**config.mk**
```make
export PLATFORM = sky130hd
export DESIGN_NAME = compass_heading_from_xy_unit_flat
export DESIGN_NICKNAME = d
export VERILOG_FILES = /design/src/hw/rtl/chxy_pkg.sv /design/src/hw/rtl/chxy_if.sv /design/src/hw/rtl/compass_heading_from_xy_unit.sv /design/src/hw/rtl/chxy_prep.sv /design/src/hw/rtl/chxy_cordic_stage.sv /design/src/hw/rtl/chxy_post.sv /design/src/flat_wrapper.sv
export SDC_FILE = /design/constraint.sdc
export NUM_CORES = 2
export LEC_CHECK = 0
export ABC_CLOCK_PERIOD_IN_PS = 11700
export BUFFER_PORTS_ARGS = -buffer_cell sky130_fd_sc_hd__buf_2
export CORE_ASPECT_RATIO = 1.4
export CORE_MARGIN = 3
export CORE_UTILIZATION = 66
export DETAILED_ROUTE_END_ITERATION = 10
export PLACE_DENSITY = 0.82
export SLEW_MARGIN = 10
export SYNTH_ARGS = -nofsm -noshare
export SYNTH_HDL_FRONTEND = slang
export SYNTH_SLANG_ARGS = --single-unit
```
**constraint.sdc**
```tcl
create_clock -name clk -period 11.7 [get_ports clk]
set_clock_uncertainty 0.05 [all_clocks]
set_input_delay 0.585 -clock clk [delete_from_list [all_inputs] [get_ports clk]]
set_output_delay 0.585 -clock clk [all_outputs]
set_load 0.02 [all_outputs]
```
**src/hw/rtl/chxy_pkg.sv**
```systemverilog
// ============================================================================
// chxy_pkg
// Shared types, formats and the arctangent table for the compass heading unit.
// ============================================================================
`default_nettype none

package chxy_pkg;

    // stage count default and the table size
    localparam int CHXY_STAGES_DEF   = 16;
    localparam int CHXY_ATAN_ENTRIES = 24;

    // field and datapath widths
    localparam int BYTE_W    = 8;
    localparam int READ_W    = 2 * BYTE_W;
    localparam int PRE_SHIFT = 14;
    localparam int XY_W      = 34;
    localparam int Z_W       = 26;
    localparam int HEAD_W    = 16;
    localparam int RND_SHIFT = 9;
    localparam int H_W       = Z_W - RND_SHIFT;

    // angle constants in units of 2^-16 degree
    localparam logic signed [Z_W-1:0] HALF_TURN = 26'sd11796480;
    localparam logic signed [Z_W-1:0] RND_ADD   = 26'sd256;
    localparam logic signed [Z_W-1:0] WRAP_ADD  = 26'sd23593216;

    // full turn in output units of 1/128 degree
    localparam logic [H_W-1:0] OUT_FULL = 17'd46080;

    typedef logic signed [Z_W-1:0] chxy_angle_t;

    // vector state carried from stage to stage
    typedef struct packed {
        logic signed [XY_W-1:0] x;
        logic signed [XY_W-1:0] y;
        chxy_angle_t            z;
        logic                   zero;
    } chxy_vec_t;

    // atan(2^-i) in 2^-16 degree, rounded to nearest
    function automatic chxy_angle_t chxy_atan(input int idx);
        chxy_angle_t a;
        case (idx)
            0:       a = 26'sd2949120;
            1:       a = 26'sd1740967;
            2:       a = 26'sd919879;
            3:       a = 26'sd466945;
            4:       a = 26'sd234379;
            5:       a = 26'sd117304;
            6:       a = 26'sd58666;
            7:       a = 26'sd29335;
            8:       a = 26'sd14668;
            9:       a = 26'sd7334;
            10:      a = 26'sd3667;
            11:      a = 26'sd1833;
            12:      a = 26'sd917;
            13:      a = 26'sd458;
            14:      a = 26'sd229;
            15:      a = 26'sd115;
            16:      a = 26'sd57;
            17:      a = 26'sd29;
            18:      a = 26'sd14;
            19:      a = 26'sd7;
            20:      a = 26'sd4;
            21:      a = 26'sd2;
            22:      a = 26'sd1;
            default: a = 26'sd0;
        endcase
        return a;
    endfunction

endpackage

`default_nettype wire

```
**src/hw/rtl/chxy_if.sv**
```systemverilog
// ============================================================================
// chxy_if
// Valid/ready channels for magnetometer samples and heading results.
// ============================================================================
`default_nettype none

interface chxy_sample_if;
    logic       valid;
    logic       ready;
    logic [7:0] x_high;
    logic [7:0] x_low;
    logic [7:0] y_high;
    logic [7:0] y_low;

    modport source (output valid, x_high, x_low, y_high, y_low, input ready);
    modport sink   (input valid, x_high, x_low, y_high, y_low, output ready);
endinterface

interface chxy_result_if;
    logic        valid;
    logic        ready;
    logic [15:0] heading;

    modport source (output valid, heading, input ready);
    modport sink   (input valid, heading, output ready);
endinterface

`default_nettype wire

```
**src/hw/rtl/compass_heading_from_xy_unit.sv**
```systemverilog
// Each sample is registered in chxy_prep, in each micro-rotation stage, then in chxy_post.
// Throughput: one sample per cycle; each stage has its own valid bit and advances
// whenever it is empty or its successor takes its item, so empty slots fill during stalls.
// The rate is set by the single micro-rotation per pipeline stage.
// Reset (rst_n low, asynchronous) clears all stage valid bits; payload is not reset.
// ============================================================================
// compass_heading_from_xy_unit
// Pipelined CORDIC atan2 giving a compass heading in 1/128 degree units.
// ============================================================================
`default_nettype none

module compass_heading_from_xy_unit
    import chxy_pkg::*;
#(
    parameter int CORDIC_STAGES = CHXY_STAGES_DEF
)
(
    input  wire logic      clk,
    input  wire logic      rst_n,
    chxy_sample_if.sink    sample,
    chxy_result_if.source  result
);

    // stages past the table end are not performed
    localparam int NSTG = (CORDIC_STAGES < CHXY_ATAN_ENTRIES) ? CORDIC_STAGES
                                                              : CHXY_ATAN_ENTRIES;

    chxy_vec_t stg_vec   [NSTG+1];
    logic      stg_valid [NSTG+1];
    logic      stg_ready [NSTG+1];

    // input stage
    chxy_prep u_prep (
        .clk       (clk),
        .rst_n     (rst_n),
        .in_valid  (sample.valid),
        .in_ready  (sample.ready),
        .x_high    (sample.x_high),
        .x_low     (sample.x_low),
        .y_high    (sample.y_high),
        .y_low     (sample.y_low),
        .out_valid (stg_valid[0]),
        .out_ready (stg_ready[0]),
        .out_vec   (stg_vec[0])
    );

    // micro-rotation chain
    for (genvar k = 0; k < NSTG; k++)
    begin : g_stage
        chxy_cordic_stage #(
            .IDX (k)
        ) u_stage (
            .clk       (clk),
            .rst_n     (rst_n),
            .in_valid  (stg_valid[k]),
            .in_ready  (stg_ready[k]),
            .in_vec    (stg_vec[k]),
            .out_valid (stg_valid[k+1]),
            .out_ready (stg_ready[k+1]),
            .out_vec   (stg_vec[k+1])
        );
    end

    // output stage
    chxy_post u_post (
        .clk       (clk),
        .rst_n     (rst_n),
        .in_valid  (stg_valid[NSTG]),
        .in_ready  (stg_ready[NSTG]),
        .in_vec    (stg_vec[NSTG]),
        .out_valid (result.valid),
        .out_ready (result.ready),
        .heading   (result.heading)
    );

endmodule

`default_nettype wire

```
**src/hw/rtl/chxy_prep.sv**
```systemverilog
// ============================================================================
// chxy_prep
// Joins the reading bytes, scales them and folds the left half plane.
// ============================================================================
`default_nettype none

module chxy_prep
    import chxy_pkg::*;
(
    input  wire logic              clk,
    input  wire logic              rst_n,
    input  wire logic              in_valid,
    output logic                   in_ready,
    input  wire logic [BYTE_W-1:0] x_high,
    input  wire logic [BYTE_W-1:0] x_low,
    input  wire logic [BYTE_W-1:0] y_high,
    input  wire logic [BYTE_W-1:0] y_low,
    output logic                   out_valid,
    input  wire logic              out_ready,
    output chxy_vec_t              out_vec
);

    logic        valid_reg;
    chxy_vec_t   vec_reg;
    chxy_vec_t   vec_next;

    logic signed [READ_W-1:0] xr;
    logic signed [READ_W-1:0] yr;
    logic signed [XY_W-1:0]   xs;
    logic signed [XY_W-1:0]   ys;

    // join big-endian and scale by 2^14
    always_comb
    begin
        xr = $signed({x_high, x_low});
        yr = $signed({y_high, y_low});
        xs = $signed({{(XY_W-READ_W-PRE_SHIFT){xr[READ_W-1]}}, xr, {PRE_SHIFT{1'b0}}});
        ys = $signed({{(XY_W-READ_W-PRE_SHIFT){yr[READ_W-1]}}, yr, {PRE_SHIFT{1'b0}}});
    end

    // if x is negative, negate into the right half plane and start at 180 degrees, else at 0
    always_comb
    begin
        vec_next.zero = (xr == '0) && (yr == '0);
        if (xr[READ_W-1])
        begin
            vec_next.x = -xs;
            vec_next.y = -ys;
            vec_next.z = HALF_TURN;
        end
        else
        begin
            vec_next.x = xs;
            vec_next.y = ys;
            vec_next.z = '0;
        end
    end

    assign in_ready = !valid_reg || out_ready;

    // stage valid
    always_ff @(posedge clk or negedge rst_n)
    begin
        if (!rst_n)
            valid_reg <= 1'b0;
        else if (in_ready)
            valid_reg <= in_valid;
    end

    // stage payload
    always_ff @(posedge clk)
    begin
        if (in_valid && in_ready)
            vec_reg <= vec_next;
    end

    assign out_valid = valid_reg;
    assign out_vec   = vec_reg;

endmodule

`default_nettype wire

```
**src/hw/rtl/chxy_cordic_stage.sv**
```systemverilog
// ============================================================================
// chxy_cordic_stage
// One registered CORDIC vectoring micro-rotation with a fixed shift.
// ============================================================================
`default_nettype none

module chxy_cordic_stage
    import chxy_pkg::*;
#(
    parameter int IDX = 0
)
(
    input  wire logic      clk,
    input  wire logic      rst_n,
    input  wire logic      in_valid,
    output logic           in_ready,
    input  wire chxy_vec_t in_vec,
    output logic           out_valid,
    input  wire logic      out_ready,
    output chxy_vec_t      out_vec
);

    logic        valid_reg;
    chxy_vec_t   vec_reg;
    chxy_vec_t   vec_next;

    logic signed [XY_W-1:0] x_in;
    logic signed [XY_W-1:0] y_in;
    logic signed [XY_W-1:0] dx;
    logic signed [XY_W-1:0] dy;
    logic                   y_pos;

    // rotate toward the x axis; arithmetic shift rounds toward minus infinity
    always_comb
    begin
        x_in  = in_vec.x;
        y_in  = in_vec.y;
        dx    = y_in >>> IDX;
        dy    = x_in >>> IDX;
        y_pos = !y_in[XY_W-1] && (y_in != '0);
        vec_next.zero = in_vec.zero;
        if (y_pos)
        begin
            vec_next.x = x_in + dx;
            vec_next.y = y_in - dy;
            vec_next.z = in_vec.z + chxy_atan(IDX);
        end
        else
        begin
            vec_next.x = x_in - dx;
            vec_next.y = y_in + dy;
            vec_next.z = in_vec.z - chxy_atan(IDX);
        end
    end

    assign in_ready = !valid_reg || out_ready;

    // stage valid
    always_ff @(posedge clk or negedge rst_n)
    begin
        if (!rst_n)
            valid_reg <= 1'b0;
        else if (in_ready)
            valid_reg <= in_valid;
    end

    // stage payload
    always_ff @(posedge clk)
    begin
        if (in_valid && in_ready)
            vec_reg <= vec_next;
    end

    assign out_valid = valid_reg;
    assign out_vec   = vec_reg;

endmodule

`default_nettype wire

```
**src/hw/rtl/chxy_post.sv**
```systemverilog
// ============================================================================
// chxy_post
// Normalizes the angle, rounds to 1/128 degree and wraps a full turn.
// ============================================================================
`default_nettype none

module chxy_post
    import chxy_pkg::*;
(
    input  wire logic              clk,
    input  wire logic              rst_n,
    input  wire logic              in_valid,
    output logic                   in_ready,
    input  wire chxy_vec_t         in_vec,
    output logic                   out_valid,
    input  wire logic              out_ready,
    output logic [HEAD_W-1:0]      heading
);

    logic              valid_reg;
    logic [HEAD_W-1:0] heading_reg;
    logic [HEAD_W-1:0] heading_next;

    chxy_angle_t       z_sum;
    logic [H_W-1:0]    h_raw;
    logic [H_W-1:0]    h_wrap;

    // add a full turn when negative and the rounding half in one adder
    always_comb
    begin
        if (in_vec.z[Z_W-1])
            z_sum = in_vec.z + WRAP_ADD;
        else
            z_sum = in_vec.z + RND_ADD;
        h_raw  = z_sum[Z_W-1:RND_SHIFT];
        h_wrap = (h_raw >= OUT_FULL) ? (h_raw - OUT_FULL) : h_raw;
        heading_next = in_vec.zero ? '0 : h_wrap[HEAD_W-1:0];
    end

    assign in_ready = !valid_reg || out_ready;

    // output valid
    always_ff @(posedge clk or negedge rst_n)
    begin
        if (!rst_n)
            valid_reg <= 1'b0;
        else if (in_ready)
            valid_reg <= in_valid;
    end

    // output payload
    always_ff @(posedge clk)
    begin
        if (in_valid && in_ready)
            heading_reg <= heading_next;
    end

    assign out_valid = valid_reg;
    assign heading   = heading_reg;

endmodule

`default_nettype wire

```
**src/flat_wrapper.sv**
```systemverilog
// flat-port wrapper written by rule: the top's interface ports become plain ports
module compass_heading_from_xy_unit_flat import chxy_pkg::*;
#(
    parameter int CORDIC_STAGES = CHXY_STAGES_DEF
)
  (clk, rst_n, sample_valid, sample_x_high, sample_x_low, sample_y_high, sample_y_low, sample_ready, result_valid, result_heading, result_ready);
  chxy_sample_if sample_i ();
  chxy_result_if result_i ();
  input  wire logic clk;
  input  wire logic rst_n;
  input wire logic [$bits(sample_i.valid)-1:0] sample_valid;
  input wire logic [$bits(sample_i.x_high)-1:0] sample_x_high;
  input wire logic [$bits(sample_i.x_low)-1:0] sample_x_low;
  input wire logic [$bits(sample_i.y_high)-1:0] sample_y_high;
  input wire logic [$bits(sample_i.y_low)-1:0] sample_y_low;
  output wire logic [$bits(sample_i.ready)-1:0] sample_ready;
  output wire logic [$bits(result_i.valid)-1:0] result_valid;
  output wire logic [$bits(result_i.heading)-1:0] result_heading;
  input wire logic [$bits(result_i.ready)-1:0] result_ready;
  assign sample_i.valid = sample_valid;
  assign sample_i.x_high = sample_x_high;
  assign sample_i.x_low = sample_x_low;
  assign sample_i.y_high = sample_y_high;
  assign sample_i.y_low = sample_y_low;
  assign sample_ready = sample_i.ready;
  assign result_valid = result_i.valid;
  assign result_heading = result_i.heading;
  assign result_i.ready = result_ready;
  compass_heading_from_xy_unit #(.CORDIC_STAGES(CORDIC_STAGES)) u_core (.clk(clk), .rst_n(rst_n), .sample(sample_i), .result(result_i));
endmodule
```
# Word level (Yosys, flattened, before mapping)
# Index checks and enable logic that the tools add are counted.
classes:
  add_sub_neg: 96
  order_cmp: 1
  muxes: 19
  n_reduce_logical: 105
op_table:
  columns: ["cell", "count"]
  rows:
  - ["94-bit two-way mux", 15]
  - ["34-bit nonzero test", 16]
  - ["89-bit two-way mux", 1]
  - ["34-bit by 20-bit adder with 34-bit output", 2]
  - ["34-bit by 21-bit adder with 34-bit output", 2]
  - ["34-bit by 22-bit adder with 34-bit output", 2]
  - ["34-bit by 23-bit adder with 34-bit output", 2]
  - ["34-bit by 24-bit adder with 34-bit output", 2]
  - ["34-bit by 25-bit adder with 34-bit output", 2]
  - ["34-bit by 26-bit adder with 34-bit output", 2]
  - ["34-bit by 27-bit adder with 34-bit output", 2]
  - ["34-bit by 28-bit adder with 34-bit output", 2]
  - ["34-bit by 29-bit adder with 34-bit output", 2]
  - ["34-bit by 30-bit adder with 34-bit output", 2]
  - ["34-bit by 31-bit adder with 34-bit output", 2]
  - ["34-bit by 32-bit adder with 34-bit output", 2]
  - ["34-bit by 33-bit adder with 34-bit output", 2]
  - ["30-bit negation with 34-bit output", 2]
  - ["34-bit by 20-bit subtractor with 34-bit output", 2]
  - ["34-bit by 21-bit subtractor with 34-bit output", 2]
  - ["34-bit by 22-bit subtractor with 34-bit output", 2]
  - ["34-bit by 23-bit subtractor with 34-bit output", 2]
  - ["34-bit by 24-bit subtractor with 34-bit output", 2]
  - ["34-bit by 25-bit subtractor with 34-bit output", 2]
  - ["51 further kinds", 147]
word_totals:
  regBits: 1547
  inputBits: 36
  out_inout_bits: 18

# Longest topological paths before layout
depth:
  ltp_word: 20
  depth_mapped: 27
  depth_no_buf: 24

# Hierarchy
# Synthesis repeated with hierarchy kept, for this count alone.
unflattened:
  cells_unflattened: 15673
  area_unflattened_um2: 144843.9
by_module_without_submodules:
  columns: ["mod", "n_inst", "cells_per_inst", "area_per_inst_um2", "seq_area_each_um2"]
  rows:
  - ["chxy_cordic_stage (u_core.g_stage[0].u_stage)", 1, 1035, 9046.2, 2847.7]
  - ["chxy_cordic_stage (u_core.g_stage[7].u_stage)", 1, 977, 9014.9, 2877.8]
  - ["chxy_cordic_stage (u_core.g_stage[10].u_stage)", 1, 999, 8972.4, 2877.8]
  - ["chxy_cordic_stage (u_core.g_stage[14].u_stage)", 1, 994, 8953.6, 2877.8]
  - ["chxy_cordic_stage (u_core.g_stage[9].u_stage)", 1, 959, 8929.8, 2877.8]
  - ["chxy_cordic_stage (u_core.g_stage[2].u_stage)", 1, 965, 8922.3, 2877.8]
  - ["chxy_cordic_stage (u_core.g_stage[13].u_stage)", 1, 983, 8896.0, 2877.8]
  - ["chxy_cordic_stage (u_core.g_stage[15].u_stage)", 1, 1003, 8877.3, 2877.8]
  - ["chxy_cordic_stage (u_core.g_stage[3].u_stage)", 1, 943, 8836.0, 2877.8]
  - ["chxy_cordic_stage (u_core.g_stage[1].u_stage)", 1, 940, 8808.4, 2877.8]
  - ["chxy_cordic_stage (u_core.g_stage[12].u_stage)", 1, 953, 8722.1, 2877.8]
  - ["chxy_cordic_stage (u_core.g_stage[11].u_stage)", 1, 950, 8710.9, 2877.8]
  - ["chxy_cordic_stage (u_core.g_stage[6].u_stage)", 1, 922, 8654.6, 2877.8]
  - ["chxy_cordic_stage (u_core.g_stage[5].u_stage)", 1, 912, 8602.0, 2877.8]
  - ["+4 rows", null, null, null, null]

# Least setup slack after synthesis
# No wires, ideal clock.
synth_path:
  path_kind: "input to register"
  start: "input port result_ready"
  end: "register u_core.g_stage[7].u_stage.vec_reg, in the netlist u_core.g_stage[7].u_stage.out_vec[0], enable pin"
  setup_time_ps: 691
  t_arrival_ps: 8027
  required_time_ps: 10959
  slack_ps: 2933
  stages: 7
  n_path_buf: 0
  cell_sequence: "nor2b_1 -> nand3_1 -> nor2_1 -> and2_1 -> nand4_1 -> inv_1 -> a21boi_0"
synth_between:
  elab_chain_len: 11
synth_lines:
  columns: ["element", "line", "source"]
  rows:
  - ["start: declaration", "flat_wrapper.sv:19", "input wire logic [$bits(result_i.ready)-1:0] result_ready;"]
  - ["1-bit logical OR", "chxy_post.sv:40", "assign in_ready = !valid_reg || out_ready;"]
  - ["1-bit logical OR (9 in series)", "chxy_cordic_stage.sv:56", "assign in_ready = !valid_reg || out_ready;"]
  - ["1-bit logical AND", "chxy_cordic_stage.sv:70", "if (in_valid && in_ready)"]
  - ["end signal: assignment", "chxy_cordic_stage.sv:71", "vec_reg <= vec_next;"]
  - ["end: declaration", "chxy_cordic_stage.sv:24", "chxy_vec_t vec_reg;"]
# No other way between the ends.
# A chain may end at the register's enable or synchronous reset.

==> flow_metrics.py <==
metrics = {
    "status": {
        "status": "complete, no violations",
    },
    "synthesis": {
        "synth_top_area_share_pct": 35.7,
        "ys_async_sr_fraction_pct": 1.36,
        "synthesis.area_um2": 109000,
        "syn_inst": 11400,
        "ys_top_cells_by_area": "edfxtp_1 (36%), ha_1 (14%), xnor2_1 (8.5%)",
        "yosysWarnings": 0,
        "ys.flop_type": "edfxtp_1",
        "yosysSeqAreaShare_pct": 36.2,
        "synth_edf_count": 1302,
        "synth_seq_cells": 1320,
        "yosysUniqueCellTypes": 98,
        "synth_area_leader_cell": "edfxtp_1",
        "syn_avg_cell_area_um2": 9.61,
    },
    "clock_network": {
        "insertion_delay_ps": 810,
        "clk_path_buf_depth": 3,
        "numClockSinks": 1320,
        "cts_buffers": 136,
        "cts_resized": 0,
        "htree_levels": 4,
        "clock-root-buffer": "clkbuf_16",
        "path_clk_slew_ps": 60,
        "cts_tree": "yes",
    },
    "sta": {
        "setup-tns-final_ps": 0,
        "hold_violations": 0,
        "finalMaxSlewViolations": 0,
        "fin_crit_ps": 8110,
        "rsz0062_at_grt": "no",
        "worstMarginPinSlew_ps": 1140,
        "final-setup-viol-count": 0,
        "max_slew_margin_pct": 23.2,
        "period_share_pct": 69.3,
        "max_freq_mhz": 123,
    },
    "detailed_routing": {
        "dr.first_iter.drc_count": 6185,
        "via_per_inst": 6.53,
        "first_pass_iters": 6,
        "vias": 89900,
        "finalWirelength_um": 321000,
        "antenna_left": 0,
        "drcViolationCount": 0,
        "drt-wirelength-per-cell_um": 23.3,
    },
    "setup_path": {
        "reg2reg_from": "u_core.g_stage[5].u_stage.out_vec[36]",
        "crit_path_start": "u_core.g_stage[5].u_stage.out_vec[36]",
        "r2r_cells": 22,
        "critPathKind": "register to register",
        "critPathMaxFanout": 53,
        "worstPathRequired_ps": 12180,
        "cp-start-kind": "register",
        "cp.arrival_ps": 8590,
        "cp-endpoint": "u_core.g_stage[6].u_stage.out_vec[60]",
        "rr_endpoint": "u_core.g_stage[6].u_stage.out_vec[60]",
        "end_kind": "register",
        "r2r_slack_ps": 3590,
    },
    "die": {
        "initial_core_util_pct": 66.5,
        "die_w_um": 350,
        "die_area_um2": 171000,
        "io_pins": 54,
        "core_um2": 164000,
        "fp.dieH_um": 488,
        "rows": 176,
    },
    "global_route": {
        "grt_max_degree": 79,
        "gr-total-overflow": 0,
        "antenna_found_initial": 6,
        "grt_pass1_wl_um": 491000,
        "grt_usage_pct": 37.0,
        "grt_pass1_vias": 90300,
    },
    "finish": {
        "fin_nets": 12800,
        "seqCellArea_um2": 39500,
        "largest_register_ffs": 1244,
        "drive_gt1_share_pct": 4.19,
        "multi_input_area_um2": 67500,
        "fill_cells": 12100,
        "synthToLayoutAreaGrowth_pct": 7.04,
    },
    "job": {
        "cap_violations": 0,
    },
    "placement": {
        "portBuffers": 53,
        "gp_congestion": 1.08,
        "dp_hpwl_um": 254000,
    },
    "worst_hold_path": {
        "hold_path_class": "input port to register",
    },
}
-- critical path, stage by stage (launching register included) --
cell and delay, ps:
edfxtp_1 470, or4_1 600, nor4_1 610, nand2_1 280, nor2_1 290, nand2_1 250, o21ai_4 190, buf_4 510
inv_2 430, a21oi_1 270, xnor2_1 190, ha_1 330, a21o_1 220, a21o_1 170, a2111oi_0 390, o21ai_0 150
a21o_1 190, a41o_1 350, a221oi_1 650, a2111oi_0 320, o31ai_1 500, mux2i_1 260, nand4_1 110
-- layout make-up --
type | count | area share (%)
Antenna cell | 4 | 0.00855
Clock buffer | 156 | 3.03
Clock inverter | 88 | 0.913
Inverter | 527 | 1.69
Multi-Input combinational cell | 9420 | 57.7
Sequential cell | 1320 | 33.8
Tap cell | 2136 | 2.28
Timing Repair Buffer | 114 | 0.631
-- stage by stage --
step / util (%) / setup slack [ps] / instances / area (um^2) / hold slack [ps]
6_report: 71.2 / 3590 / 13800 / 117000 / 49.8
5_1_grt: 71.2 / 3240 / 13800 / 117000 / 39.0
4_1_cts: 71.2 / 3760 / 13800 / 117000 / 0.556
3_5_place_dp: 68.3 / 3790 / 13500 / 112000 / 356
3_3_place_gp: 68.3 / 3100 / 13500 / 112000 / 352
2_1_floorplan: - / 2930 / 11400 / 110000 / 239
-- kinds of logic after synthesis --
logic type               Yosys count  share of synthesized area [%]
AND/OR/NAND/NOR                 3264                           14.8
flip-flops                      1320                           36.2
AO/OA/AOI/OAI                   3200                           18.8
buffers and inverters            686                           2.36
XOR/XNOR                        1602                           12.8
multiplexers                      49                          0.464
adder cells (fa/ha/maj)         1259                           14.6
other                              1                        0.00343
-- metal layers --
| metal | wire length (um) | GRT usage, % | up-vias | share of wire, % |
|---|---|---|---|---|
| li1 | - | - | 42600 | - |
| met1 | 104000 | 34.1 | 42500 | 32 |
| met2 | 163000 | 67.6 | 3342 | 51 |
| met3 | 15900 | 6.01 | 1487 | 5.0 |
| met4 | 38300 | 36.4 | 2 | 12 |
| met5 | 13 | 0 | - | 0.0041 |
-- synth_stat cells (all sizes together) (76+ instances only) --
| library cell | instances |
|---|---|
| o21ai | 619 |
| xnor2 | 1062 |
| nor2b | 170 |
| or3 | 151 |
| a211oi | 122 |
| nor2 | 883 |
| a21oi | 979 |
| nand3 | 232 |
| a21o | 356 |
| and2 | 84 |
| o31ai | 191 |
| o21a | 182 |
| edfxtp | 1302 |
| o21bai | 124 |
| nor3 | 375 |
| inv | 525 |
| a31oi | 112 |
| ha | 1225 |
| o41ai | 77 |
| clkbuf | 145 |
| and3 | 107 |
| or4 | 76 |
| nand2b | 201 |
| xor2 | 540 |
| nor4 | 97 |
| nand2 | 640 |
-- cell usage in the layout (no fill, tap or decap), types with 76 or more instances in the layout --
cell type  count
nand3_1      232
a31oi_1      112
nor2_1       882
a21o_1       356
xnor2_1     1062
xor2_1       540
ha_1        1225
o21bai_1     123
o31ai_1      189
nand2_1      640
nor3_1       374
nand2b_1     197
inv_1        513
nor2b_1      167
a211oi_1     121
o21a_1       181
or4_1         76
a21oi_1      979
edfxtp_1    1302
nor4_1        96
clkbuf_16    139
or3_1        151
and3_1       107
o21ai_0      574
-- worst min-delay path by stage --
stage	from	to	slack, ps	cells past startpoint
after detailed placement	u_core.g_stage[6].u_stage.out_vec[0]	u_core.g_stage[7].u_stage.out_vec[0]	360	0
after global routing	sample_y_low[7]	u_core.u_prep.out_vec[48]	40	2
after CTS	sample_y_high[5]	u_core.u_prep.out_vec[54]	0.6	2
after floorplan	rst_n	u_core.g_stage[0].u_stage.out_valid	240	0
after global placement	u_core.g_stage[14].u_stage.out_vec[0]	u_core.g_stage[15].u_stage.out_vec[0]	350	0
final	sample_x_high[5]	u_core.u_prep.out_vec[88]	50	2
-- timing repair --
| item | CTS | global route |
|---|---|---|
| hold buffers | 6 | 0 |
| setup buffers | 0 | 0 |
| hold endpoints to repair | 23 | 0 |
Power is not shown: default switching activity piles up to over one toggle a cycle in this logic, so the estimate is an artifact.
